File: config.mk
export PLATFORM = sky130hd
export DESIGN_NAME = bounded_positional_list_core
export DESIGN_NICKNAME = d
export VERILOG_FILES = /design/src/bpl_pkg.sv /design/src/bpl_cell.sv /design/src/bounded_positional_list_core.sv
export VERILOG_INCLUDE_DIRS = /design/src /design/src/src
export SDC_FILE = /design/constraint.sdc
export NUM_CORES = 1
export LEC_CHECK = 0
export BUFFER_PORTS_ARGS = -buffer_cell sky130_fd_sc_hd__buf_4
export CAP_MARGIN = 20
export CORE_UTILIZATION = 25
export CTS_BUF_LIST = sky130_fd_sc_hd__clkbuf_16
export DETAILED_ROUTE_END_ITERATION = 10
export GPL_ROUTABILITY_DRIVEN = 0
export SLEW_MARGIN = 20
export SYNTH_ARGS = -nofsm -noshare
export SYNTH_HDL_FRONTEND = slang
export SYNTH_HIERARCHICAL = 1
export SYNTH_SLANG_ARGS = --single-unit
File: constraint.sdc
create_clock -name clk -period 11.76 [get_ports clk]
set_input_delay 0 -clock clk [delete_from_list [all_inputs] [get_ports clk]]
set_output_delay 0 -clock clk [all_outputs]
set_load 0.005 [all_outputs]
File: src/bounded_positional_list_core_macros.svh
// Assertion macros for the bounded positional list core.
`ifndef BOUNDED_POSITIONAL_LIST_CORE_MACROS_SVH
`define BOUNDED_POSITIONAL_LIST_CORE_MACROS_SVH

`ifndef SYNTH
// Same-cycle implication, sampled on clk, off during reset.
`define BPL_ASSERT_IMPL(label, ante, cons) \
  label: assert property (@(posedge clk) disable iff (!rst_n) (ante) |-> (cons)) \
    else $error("bounded positional list: assertion failed");
// Next-cycle implication, sampled on clk, off during reset.
`define BPL_ASSERT_NEXT(label, ante, cons) \
  label: assert property (@(posedge clk) disable iff (!rst_n) (ante) |=> (cons)) \
    else $error("bounded positional list: assertion failed");
`else
`define BPL_ASSERT_IMPL(label, ante, cons)
`define BPL_ASSERT_NEXT(label, ante, cons)
`endif

`endif

File: src/bpl_pkg.sv
// Types and codes shared by the bounded positional list core and its cells.
package bpl_pkg;

  typedef enum logic [2:0] {
    ACT_PUSH_FRONT = 3'd0,
    ACT_PUSH_BACK  = 3'd1,
    ACT_POP_FRONT  = 3'd2,
    ACT_POP_BACK   = 3'd3,
    ACT_INSERT_AT  = 3'd4,
    ACT_ERASE_AT   = 3'd5,
    ACT_CLEAR      = 3'd6
  } bpl_action_t;

  typedef enum logic [1:0] {
    ST_OK    = 2'd0,
    ST_EMPTY = 2'd1,
    ST_FULL  = 2'd2,
    ST_RANGE = 2'd3
  } bpl_status_t;

  // Per-cycle command broadcast along the cell row.
  typedef enum logic [1:0] {
    CELL_HOLD  = 2'd0,
    CELL_OPEN  = 2'd1,
    CELL_CLOSE = 2'd2
  } bpl_cell_op_t;

  typedef struct packed {
    logic [2:0]  action;
    logic [4:0]  position;
    logic [31:0] value;
  } bpl_in_beat_t;

  typedef struct packed {
    logic [31:0] popped_value;
    logic [4:0]  element_count;
    logic [1:0]  status;
  } bpl_out_beat_t;

endpackage

File: src/bpl_cell.sv
// One list slot: holds an element and shifts toward or away from its neighbors.
module bpl_cell import bpl_pkg::*; #(
  parameter int DATA_WIDTH = 32,
  parameter int IW         = 4,
  parameter int IDX        = 0
) (
  input  logic                  clk,
  input  bpl_cell_op_t          op,
  input  logic [IW-1:0]         at,
  input  logic [DATA_WIDTH-1:0] ins_data,
  input  logic [DATA_WIDTH-1:0] left_data,
  input  logic [DATA_WIDTH-1:0] right_data,
  output logic [DATA_WIDTH-1:0] data_out
);

  localparam logic [IW-1:0] MY_IDX = IW'(IDX);

  logic [DATA_WIDTH-1:0] data_r;
  logic [DATA_WIDTH-1:0] data_nxt;

  always_comb begin
    data_nxt = data_r;
    unique case (op)
      CELL_OPEN: begin
        // take the left neighbor behind the gap, the new value at the gap
        if (MY_IDX > at) begin
          data_nxt = left_data;
        end else if (MY_IDX == at) begin
          data_nxt = ins_data;
        end
      end
      CELL_CLOSE: begin
        if (MY_IDX >= at) begin
          data_nxt = right_data;
        end
      end
      default: data_nxt = data_r;
    endcase
  end

  always_ff @(posedge clk) begin
    data_r <= data_nxt;
  end

  assign data_out = data_r;

endmodule

File: src/bounded_positional_list_core.sv
// Top level of the bounded positional list: request decode, cell row, result register.
//
// Keeps an ordered list of up to DEPTH elements of DATA_WIDTH bits in a row of
// cells, index 0 at the front. Each request beat on the in_ channel (in_valid,
// in_stall, in_beat) carries an action, a position and a value; it is taken at
// a clock edge where in_valid is high and in_stall is low. Every request yields
// exactly one result beat on the out_ channel: the popped value, the element
// count after the request and a status.
// The whole cell row shifts in parallel at the accepting edge and the result
// lands in the output register at that same edge.
// One request is taken per cycle while in_stall is low, since the cell row and
// the count register update together at the accepting edge.
// When the receiver raises out_stall, the result register holds its beat and
// in_stall is raised while a result is waiting, so no result is dropped.
// Reset (rst_n low, synchronous) empties the list and the output register;
// element contents are not cleared and are only read below the count.
module bounded_positional_list_core import bpl_pkg::*; #(
  parameter int DEPTH      = 16,
  parameter int DATA_WIDTH = 32
) (
  input  logic          clk,
  input  logic          rst_n,
  input  logic          in_valid,
  output logic          in_stall,
  input  bpl_in_beat_t  in_beat,
  output logic          out_valid,
  input  logic          out_stall,
  output bpl_out_beat_t out_beat
);

`include "bounded_positional_list_core_macros.svh"

  localparam int CW   = $clog2(DEPTH + 1);
  localparam int IW   = $clog2(DEPTH);
  localparam int CMPW = (CW > 5) ? CW : 5;

  logic [CW-1:0]         count_r;
  logic [CW-1:0]         count_nxt;
  logic                  out_valid_r;
  logic                  out_valid_nxt;
  bpl_out_beat_t         out_beat_r;
  bpl_out_beat_t         out_beat_nxt;

  logic                  in_acc;
  logic                  full;
  logic                  empty;
  logic [CMPW-1:0]       cnt_ext;
  logic [CMPW-1:0]       pos_ext;
  bpl_cell_op_t          op;
  bpl_cell_op_t          cell_op;
  logic [IW-1:0]         at;
  bpl_status_t           status;
  logic                  do_pop;
  logic [63:0]           val_wide;
  logic [63:0]           pop_wide;
  logic [DATA_WIDTH-1:0] ins_data;
  logic [DATA_WIDTH-1:0] cell_data [DEPTH];

  assign in_acc   = in_valid && !in_stall;
  assign in_stall = out_valid_r && out_stall;
  assign full     = (count_r == CW'(DEPTH));
  assign empty    = (count_r == '0);
  assign cnt_ext  = CMPW'(count_r);
  assign pos_ext  = CMPW'(in_beat.position);

  // request decode
  always_comb begin
    op        = CELL_HOLD;
    at        = '0;
    count_nxt = count_r;
    status    = ST_OK;
    do_pop    = 1'b0;
    case (in_beat.action)
      ACT_PUSH_FRONT, ACT_PUSH_BACK: begin
        if (full) begin
          status = ST_FULL;
        end else begin
          op        = CELL_OPEN;
          at        = (in_beat.action == ACT_PUSH_FRONT) ? '0 : IW'(count_r);
          count_nxt = count_r + CW'(1);
        end
      end
      ACT_POP_FRONT, ACT_POP_BACK: begin
        if (empty) begin
          status = ST_EMPTY;
        end else begin
          op        = CELL_CLOSE;
          at        = (in_beat.action == ACT_POP_FRONT) ? '0 : IW'(count_r - CW'(1));
          count_nxt = count_r - CW'(1);
          do_pop    = 1'b1;
        end
      end
      ACT_INSERT_AT: begin
        if (empty) begin
          op        = CELL_OPEN;
          count_nxt = CW'(1);
        end else if (pos_ext > cnt_ext) begin
          status = ST_RANGE;
        end else if (full) begin
          status = ST_FULL;
        end else begin
          op        = CELL_OPEN;
          at        = IW'(in_beat.position);
          count_nxt = count_r + CW'(1);
        end
      end
      ACT_ERASE_AT: begin
        if (empty) begin
          status = ST_EMPTY;
        end else if (pos_ext >= cnt_ext) begin
          status = ST_RANGE;
        end else begin
          op        = CELL_CLOSE;
          at        = IW'(in_beat.position);
          count_nxt = count_r - CW'(1);
        end
      end
      ACT_CLEAR: begin
        count_nxt = '0;
      end
      default: begin
        status = ST_OK;
      end
    endcase
  end

  assign cell_op  = in_acc ? op : CELL_HOLD;
  assign val_wide = 64'(in_beat.value);
  assign ins_data = val_wide[DATA_WIDTH-1:0];
  assign pop_wide = 64'(cell_data[at]);

  genvar gi;
  generate
    for (gi = 0; gi < DEPTH; gi++) begin : g_cell
      logic [DATA_WIDTH-1:0] left_d;
      logic [DATA_WIDTH-1:0] right_d;
      if (gi == 0) begin : g_first
        assign left_d = '0;
      end else begin : g_mid_l
        assign left_d = cell_data[gi-1];
      end
      if (gi == DEPTH - 1) begin : g_last
        assign right_d = cell_data[gi];
      end else begin : g_mid_r
        assign right_d = cell_data[gi+1];
      end
      bpl_cell #(
        .DATA_WIDTH (DATA_WIDTH),
        .IW         (IW),
        .IDX        (gi)
      ) u_cell (
        .clk        (clk),
        .op         (cell_op),
        .at         (at),
        .ins_data   (ins_data),
        .left_data  (left_d),
        .right_data (right_d),
        .data_out   (cell_data[gi])
      );
    end
  endgenerate

  always_comb begin
    out_beat_nxt.popped_value  = do_pop ? pop_wide[31:0] : 32'd0;
    out_beat_nxt.element_count = 5'(count_nxt);
    out_beat_nxt.status        = status;
  end

  // hold the result beat while the receiver stalls
  always_comb begin
    if (in_acc) begin
      out_valid_nxt = 1'b1;
    end else if (out_stall) begin
      out_valid_nxt = out_valid_r;
    end else begin
      out_valid_nxt = 1'b0;
    end
  end

  always_ff @(posedge clk) begin
    if (!rst_n) begin
      count_r     <= '0;
      out_valid_r <= 1'b0;
    end else begin
      out_valid_r <= out_valid_nxt;
      if (in_acc) begin
        count_r <= count_nxt;
      end
    end
  end

  always_ff @(posedge clk) begin
    if (in_acc) begin
      out_beat_r <= out_beat_nxt;
    end
  end

  assign out_valid = out_valid_r;
  assign out_beat  = out_beat_r;

  `BPL_ASSERT_IMPL(a_count_bound, 1'b1, count_r <= CW'(DEPTH))
  `BPL_ASSERT_NEXT(a_result_follows, in_acc, out_valid_r)
  `BPL_ASSERT_IMPL(a_count_matches, out_valid_r, out_beat_r.element_count == 5'(count_r))
  `BPL_ASSERT_IMPL(a_empty_pops_zero, out_valid_r && out_beat_r.status == ST_EMPTY,
                   out_beat_r.popped_value == 32'd0)

endmodule

==> impl_metrics.py, run 1 <==
metrics = {
    "worst_setup_path": {
        "cp-startpoint": "cnt_ext[3]",
        "endpoint": "g_cell[9].u_cell/data_out[13]",
        "cp_num_buf_inv": 5,
        "r2r-end": "g_cell[9].u_cell/data_out[13]",
        "crit_path_max_fanout": 45,
        "crit_cells": 14,
        "path_cells": "inv_1 > ha_1 > a21o_1 > a21oi_2 > a21o_1 > nor2_1 > o21ai_0 > nor4b_2 > buf_4 > buf_4 > nand2b_2 > buf_4 > a21oi_4 > buf_4",
        "cpMaxStageDelayCell": "nand2b_2",
        "crit_required_ps": 12060,
        "path_common_cell": "buf_4",
        "cp-end-kind": "flip-flop",
        "crit_type": "reg -> reg",
        "cp_slowest_stage_delay_ps": 920,
        "cp.arrival_ps": 6290,
        "reg2reg_depth": 14,
        "r2r_start": "cnt_ext[3]",
        "reg2reg_slack_ps": 5780,
        "critical_path.top_delay_family": "buffers and inverters",
        "start_kind": "flip-flop",
    },
    "layout": {
        "final.fill_count": 14500,
        "final-seq-area_um2": 16700,
        "layout_common_cells": "nand2_1 (755), edfxtp_1 (551), nor2_1 (270)",
        "final_common_cell": "nand2_1",
        "drive_above_1_share_pct": 14.8,
        "fin_nets": 3450,
        "final_area_um2": 39600,
        "area_growth_pct": 12.9,
        "multi_input_area_um2": 16700,
    },
    "cts": {
        "cts.path.max_buffers": 3,
        "clkTransAtPathRegs_ps": 60,
        "cts_resized": 0,
        "cts_buffers": 68,
        "cts.sinks": 557,
        "h-tree-depth": 3,
        "cts_tree": "done",
        "clkLatencyLatePin_ps": 640,
        "cts_root_buf": "clkbuf_16",
    },
    "route": {
        "via_per_inst": 5.47,
        "drt_iter0_drc": 3860,
        "antenna_violating_nets_post_route": 0,
        "remaining_drc_errors": 0,
        "wl_per_cell_um": 23.7,
        "vias": 29100,
        "totalWireLength_mm": 127,
        "dr.pass1.iters": 6,
    },
    "sta": {
        "skew_ps": 25.7,
        "max_slew_margin_pct": 22.8,
        "hold_violations": 0,
        "fin_crit_sh_pct": 50.9,
        "rsz0062_at_grt": "no",
        "fmax_mhz": 167,
        "tightest_slew_ps": 1160,
        "finalSetupTns_ps": 0,
        "period_minus_slack_ps": 5980,
        "setup-violations-final": 0,
        "drv_slew": 0,
    },
    "pwr": {
        "p_leak_nw": 14.8,
        "total_power_w": 0.00587,
        "power.density_nw_per_um2": 148,
        "vdd_drop_max_mv": 0.0852,
    },
    "synth": {
        "synth.avg_cell_area_um2": 10.2,
        "synth_nets": 3493,
        "synth_cells": 3440,
        "netlist_area_um2": 35100,
        "synth_warnings": 6,
    },
    "global_route": {
        "gr-total-overflow": 0,
        "grt_max_degree": 149,
        "grt_pass1_wl_mm": 187,
        "grt_pass1_vias": 27500,
        "antenna_found_initial": 5,
        "grtUsageTotal_pct": 17.2,
    },
    "floorplan": {
        "initial_core_util_pct": 25.2,
        "die_w_um": 377,
        "rows": 137,
        "io_pins": 85,
        "dieHeight_um": 377,
        "core_area_um2": 139000,
        "die-area_um2": 142000,
    },
    "placed_design": {
        "dpl_cell_area_um2": 36900,
        "dp_hpwl_mm": 76.8,
        "portBuffers": 84,
    },
    "status": {
        "outcome": "complete, no violations",
    },
    "run": {
        "cap_violations": 0,
    },
    "worst_hold_path": {
        "worstHoldStart": "out_stall",
        "holdCritPathClass": "in -> reg",
    },
}
==> routing by layer <==
metal,vias up,wire length (µm),track usage [%]
met1,14300,52200,23.5
met5,-,11,0
met3,273,13200,3.36
met4,2,4530,6.52
met2,1789,56700,26.8
li1,12800,-,-
==> area by class of cell <==
type	instances	share of cell area (%)
clock buffers	70	4.42
repair buffers	193	4.15
diodes	3	0.0189
well taps	1876	5.92
inverters	15	0.161
multi-input cells	2562	42.0
flip-flops and latches	557	42.0
clock inverters	54	1.26
==> worst min-delay path: stages <==
cell and delay (ps):
buf_4 70, nand2_1 50, nand2_1 330, nor3_1 120, nor2_1 90
==> power breakdown <==
group	switching [W]	internal, W
sequential	0.000142	0.00245
combinational	0.000703	0.000414
clock	0.000890	0.00128
total	0.00173	0.00414
==> how the worst min path moves through the flow <==
stage / cells past startpoint / slack, ps / endpoint
after CTS: 5 / 70 / cnt_ext[3]
after floorplan: 2 / 110 / in_stall
final: 5 / 70 / cnt_ext[3]
after detailed placement: 2 / 220 / out_valid
after global routing: 5 / 140 / cnt_ext[3]
after global placement: 2 / 220 / out_valid
==> state kept, by name, indices dropped and copies added, names as in the netlist <==
signal	flops
out_beat	39
out_valid	1
cnt_ext	5
g_cell.u_cell/data_out	512
==> metrics by stage <==
stage	utilization [%]	setup WS, ps	cells	hold slack (ps)
final	28.4	5780	5330	70.7
after global routing	28.4	5650	5330	139
after CTS	28.4	5970	5324	66.1
after detailed placement	26.5	5990	5161	222
after global placement	26.5	6070	5158	218
after floorplan	-	2290	3440	110
==> timing repair <==
action | 4_1_cts | 5_1_grt
setup buffers | 0 | 0
endpoints found under the hold margin | 498 | 0
setup endpoints to repair | 0 | 0
hold buffers | 39 | 0
(Power assumes the default switching activity.)
==> run 2: changes to the inputs <==
==> constraint.sdc (replaced) <==
create_clock -name clk -period 5.84 [get_ports clk]
set_input_delay 0 -clock clk [delete_from_list [all_inputs] [get_ports clk]]
set_output_delay 0 -clock clk [all_outputs]
set_load 0.005 [all_outputs]
==> impl_metrics.py, run 2 (synthesized netlist as in run 1, its figures left out) <==
metrics = {
    "sta": {
        "drv_slew": 0,
        "hold_violations": 0,
        "rsz0062_at_grt": "no",
        "max_slew_margin_pct": 20.2,
        "fmax_mhz": 215,
        "setup-violations-final": 0,
        "skew_ps": 29.1,
        "setup_ws_ps": 1190,
        "finalSetupTns_ps": 0,
        "tightest_slew_ps": 1200,
        "period_minus_slack_ps": 4650,
        "fin_crit_sh_pct": 79.6,
    },
    "placed_design": {
        "pre_cts_slack_ps": 1210,
        "dp_hpwl_mm": 79.1,
        "portBuffers": 84,
    },
    "global_route": {
        "antenna_found_initial": 3,
        "grt_pass1_vias": 27700,
        "grtUsageTotal_pct": 17.3,
        "grt_max_degree": 126,
        "grt_pass1_wl_mm": 187,
        "gr-total-overflow": 0,
    },
    "cts": {
        "h-tree-depth": 3,
        "cts_resized": 0,
        "cts.path.max_buffers": 3,
        "cts_buffers": 69,
        "clkLatencyLatePin_ps": 640,
        "clkTransAtPathRegs_ps": 60,
        "cts_tree": "done",
        "cts_root_buf": "clkbuf_16",
        "cts.sinks": 557,
        "postCtsHoldBufs": 39,
        "postCtsSetupBuffers": 0,
    },
    "worst_setup_path": {
        "crit_type": "reg -> reg",
        "cp.arrival_ps": 4960,
        "crit_path_max_fanout": 28,
        "start_kind": "flip-flop",
        "cp_num_buf_inv": 2,
        "cp_slowest_stage_delay_ps": 870,
        "crit_required_ps": 6150,
        "reg2reg_depth": 10,
        "path_cells": "ha_1 > nand2b_1 > a21oi_1 > o2111ai_2 > a21o_1 > a211oi_4 > buf_12 > nand2b_2 > a21oi_4 > buf_4",
        "cp-end-kind": "flip-flop",
        "cpMaxStageDelayCell": "a211oi_4",
        "crit_cells": 10,
        "critical_path.top_delay_family": "compound AO/OA/AOI/OAI gates",
    },
    "worst_hold_path": {
        "holdCritPathClass": "in -> reg",
        "hold_depth": 5,
    },
    "route": {
        "antenna_violating_nets_post_route": 0,
        "totalWireLength_mm": 126,
        "drt_iter0_drc": 3730,
        "vias": 29100,
        "wl_per_cell_um": 23.6,
        "dr.pass1.iters": 6,
        "via_per_inst": 5.44,
        "remaining_drc_errors": 0,
    },
    "pwr": {
        "vdd_drop_max_mv": 0.236,
        "power.density_nw_per_um2": 293,
        "p_leak_nw": 15.0,
    },
    "floorplan": {
        "die-area_um2": 142000,
        "initial_core_util_pct": 25.2,
        "die_w_um": 377,
        "rows": 137,
        "io_pins": 85,
        "dieHeight_um": 377,
        "core_area_um2": 139000,
    },
    "layout": {
        "layout_common_cells": "nand2_1 (755), edfxtp_1 (551), nor2_1 (270)",
        "fin_nets": 3479,
        "largest_reg_flops": 512,
        "final.fill_count": 14400,
        "drive_above_1_share_pct": 15.6,
        "antenna_cells": 0,
        "area_growth_pct": 13.5,
        "final_common_cell": "nand2_1",
    },
    "status": {
        "outcome": "complete, no violations",
    },
    "run": {
        "cap_violations": 0,
    },
}
[run 2: report_power, final]
group	leakage [nW]	internal, W	switching, W
clock network	1.10	0.00235	0.00183
logic	8.68	0.000867	0.00142
registers	5.18	0.00493	0.000276
total	15.0	0.00815	0.00353
[run 2: worst paths after layout]
kind         slack [ps]                       endpoint       start
min reg2reg         590                     cnt_ext[1]  cnt_ext[1]
min                 140                     cnt_ext[1]   out_stall
max reg2reg        1190  g_cell[9].u_cell/data_out[19]  cnt_ext[0]
max                1190  g_cell[9].u_cell/data_out[19]  cnt_ext[0]
[run 2: stage by stage]
stage	instances	area [µm²]	power, W	util [%]	hold slack, ps
after floorplan	3440	35200	0.00672	-	110
after global placement	5190	37300	0.00745	26.8	219
after detailed placement	5192	37300	0.00750	26.8	225
after CTS	5356	39900	0.0117	28.6	98.0
after global routing	5356	39900	0.0120	28.6	163
final	5356	39900	0.0117	28.6	137
[run 2: layer usage]
metal	track usage [%]	share of wire [%]
met1	23.6	42
met2	27.0	45
met3	3.65	10
met4	5.80	3.1
met5	0	0.027
[run 2: cell type report]
| cell class | instances | area [µm²] | share of cell area [%] |
|---|---|---|---|
| tap | 1876 | 2350 | 5.89 |
| sequential | 557 | 16700 | 41.8 |
| inverter | 15 | 66.3 | 0.166 |
| timing repair buffer | 221 | 1930 | 4.84 |
| clock buffer | 73 | 1830 | 4.58 |
| clock inverter | 52 | 319 | 0.800 |
| multi-input combinational | 2562 | 16700 | 41.9 |
[run 2: tightest hold or removal path, cell delays in order]
cell	delay, ps
buf_4	70
nand2_1	50
nand2_1	390
nor2_1	100
nor2_1	100
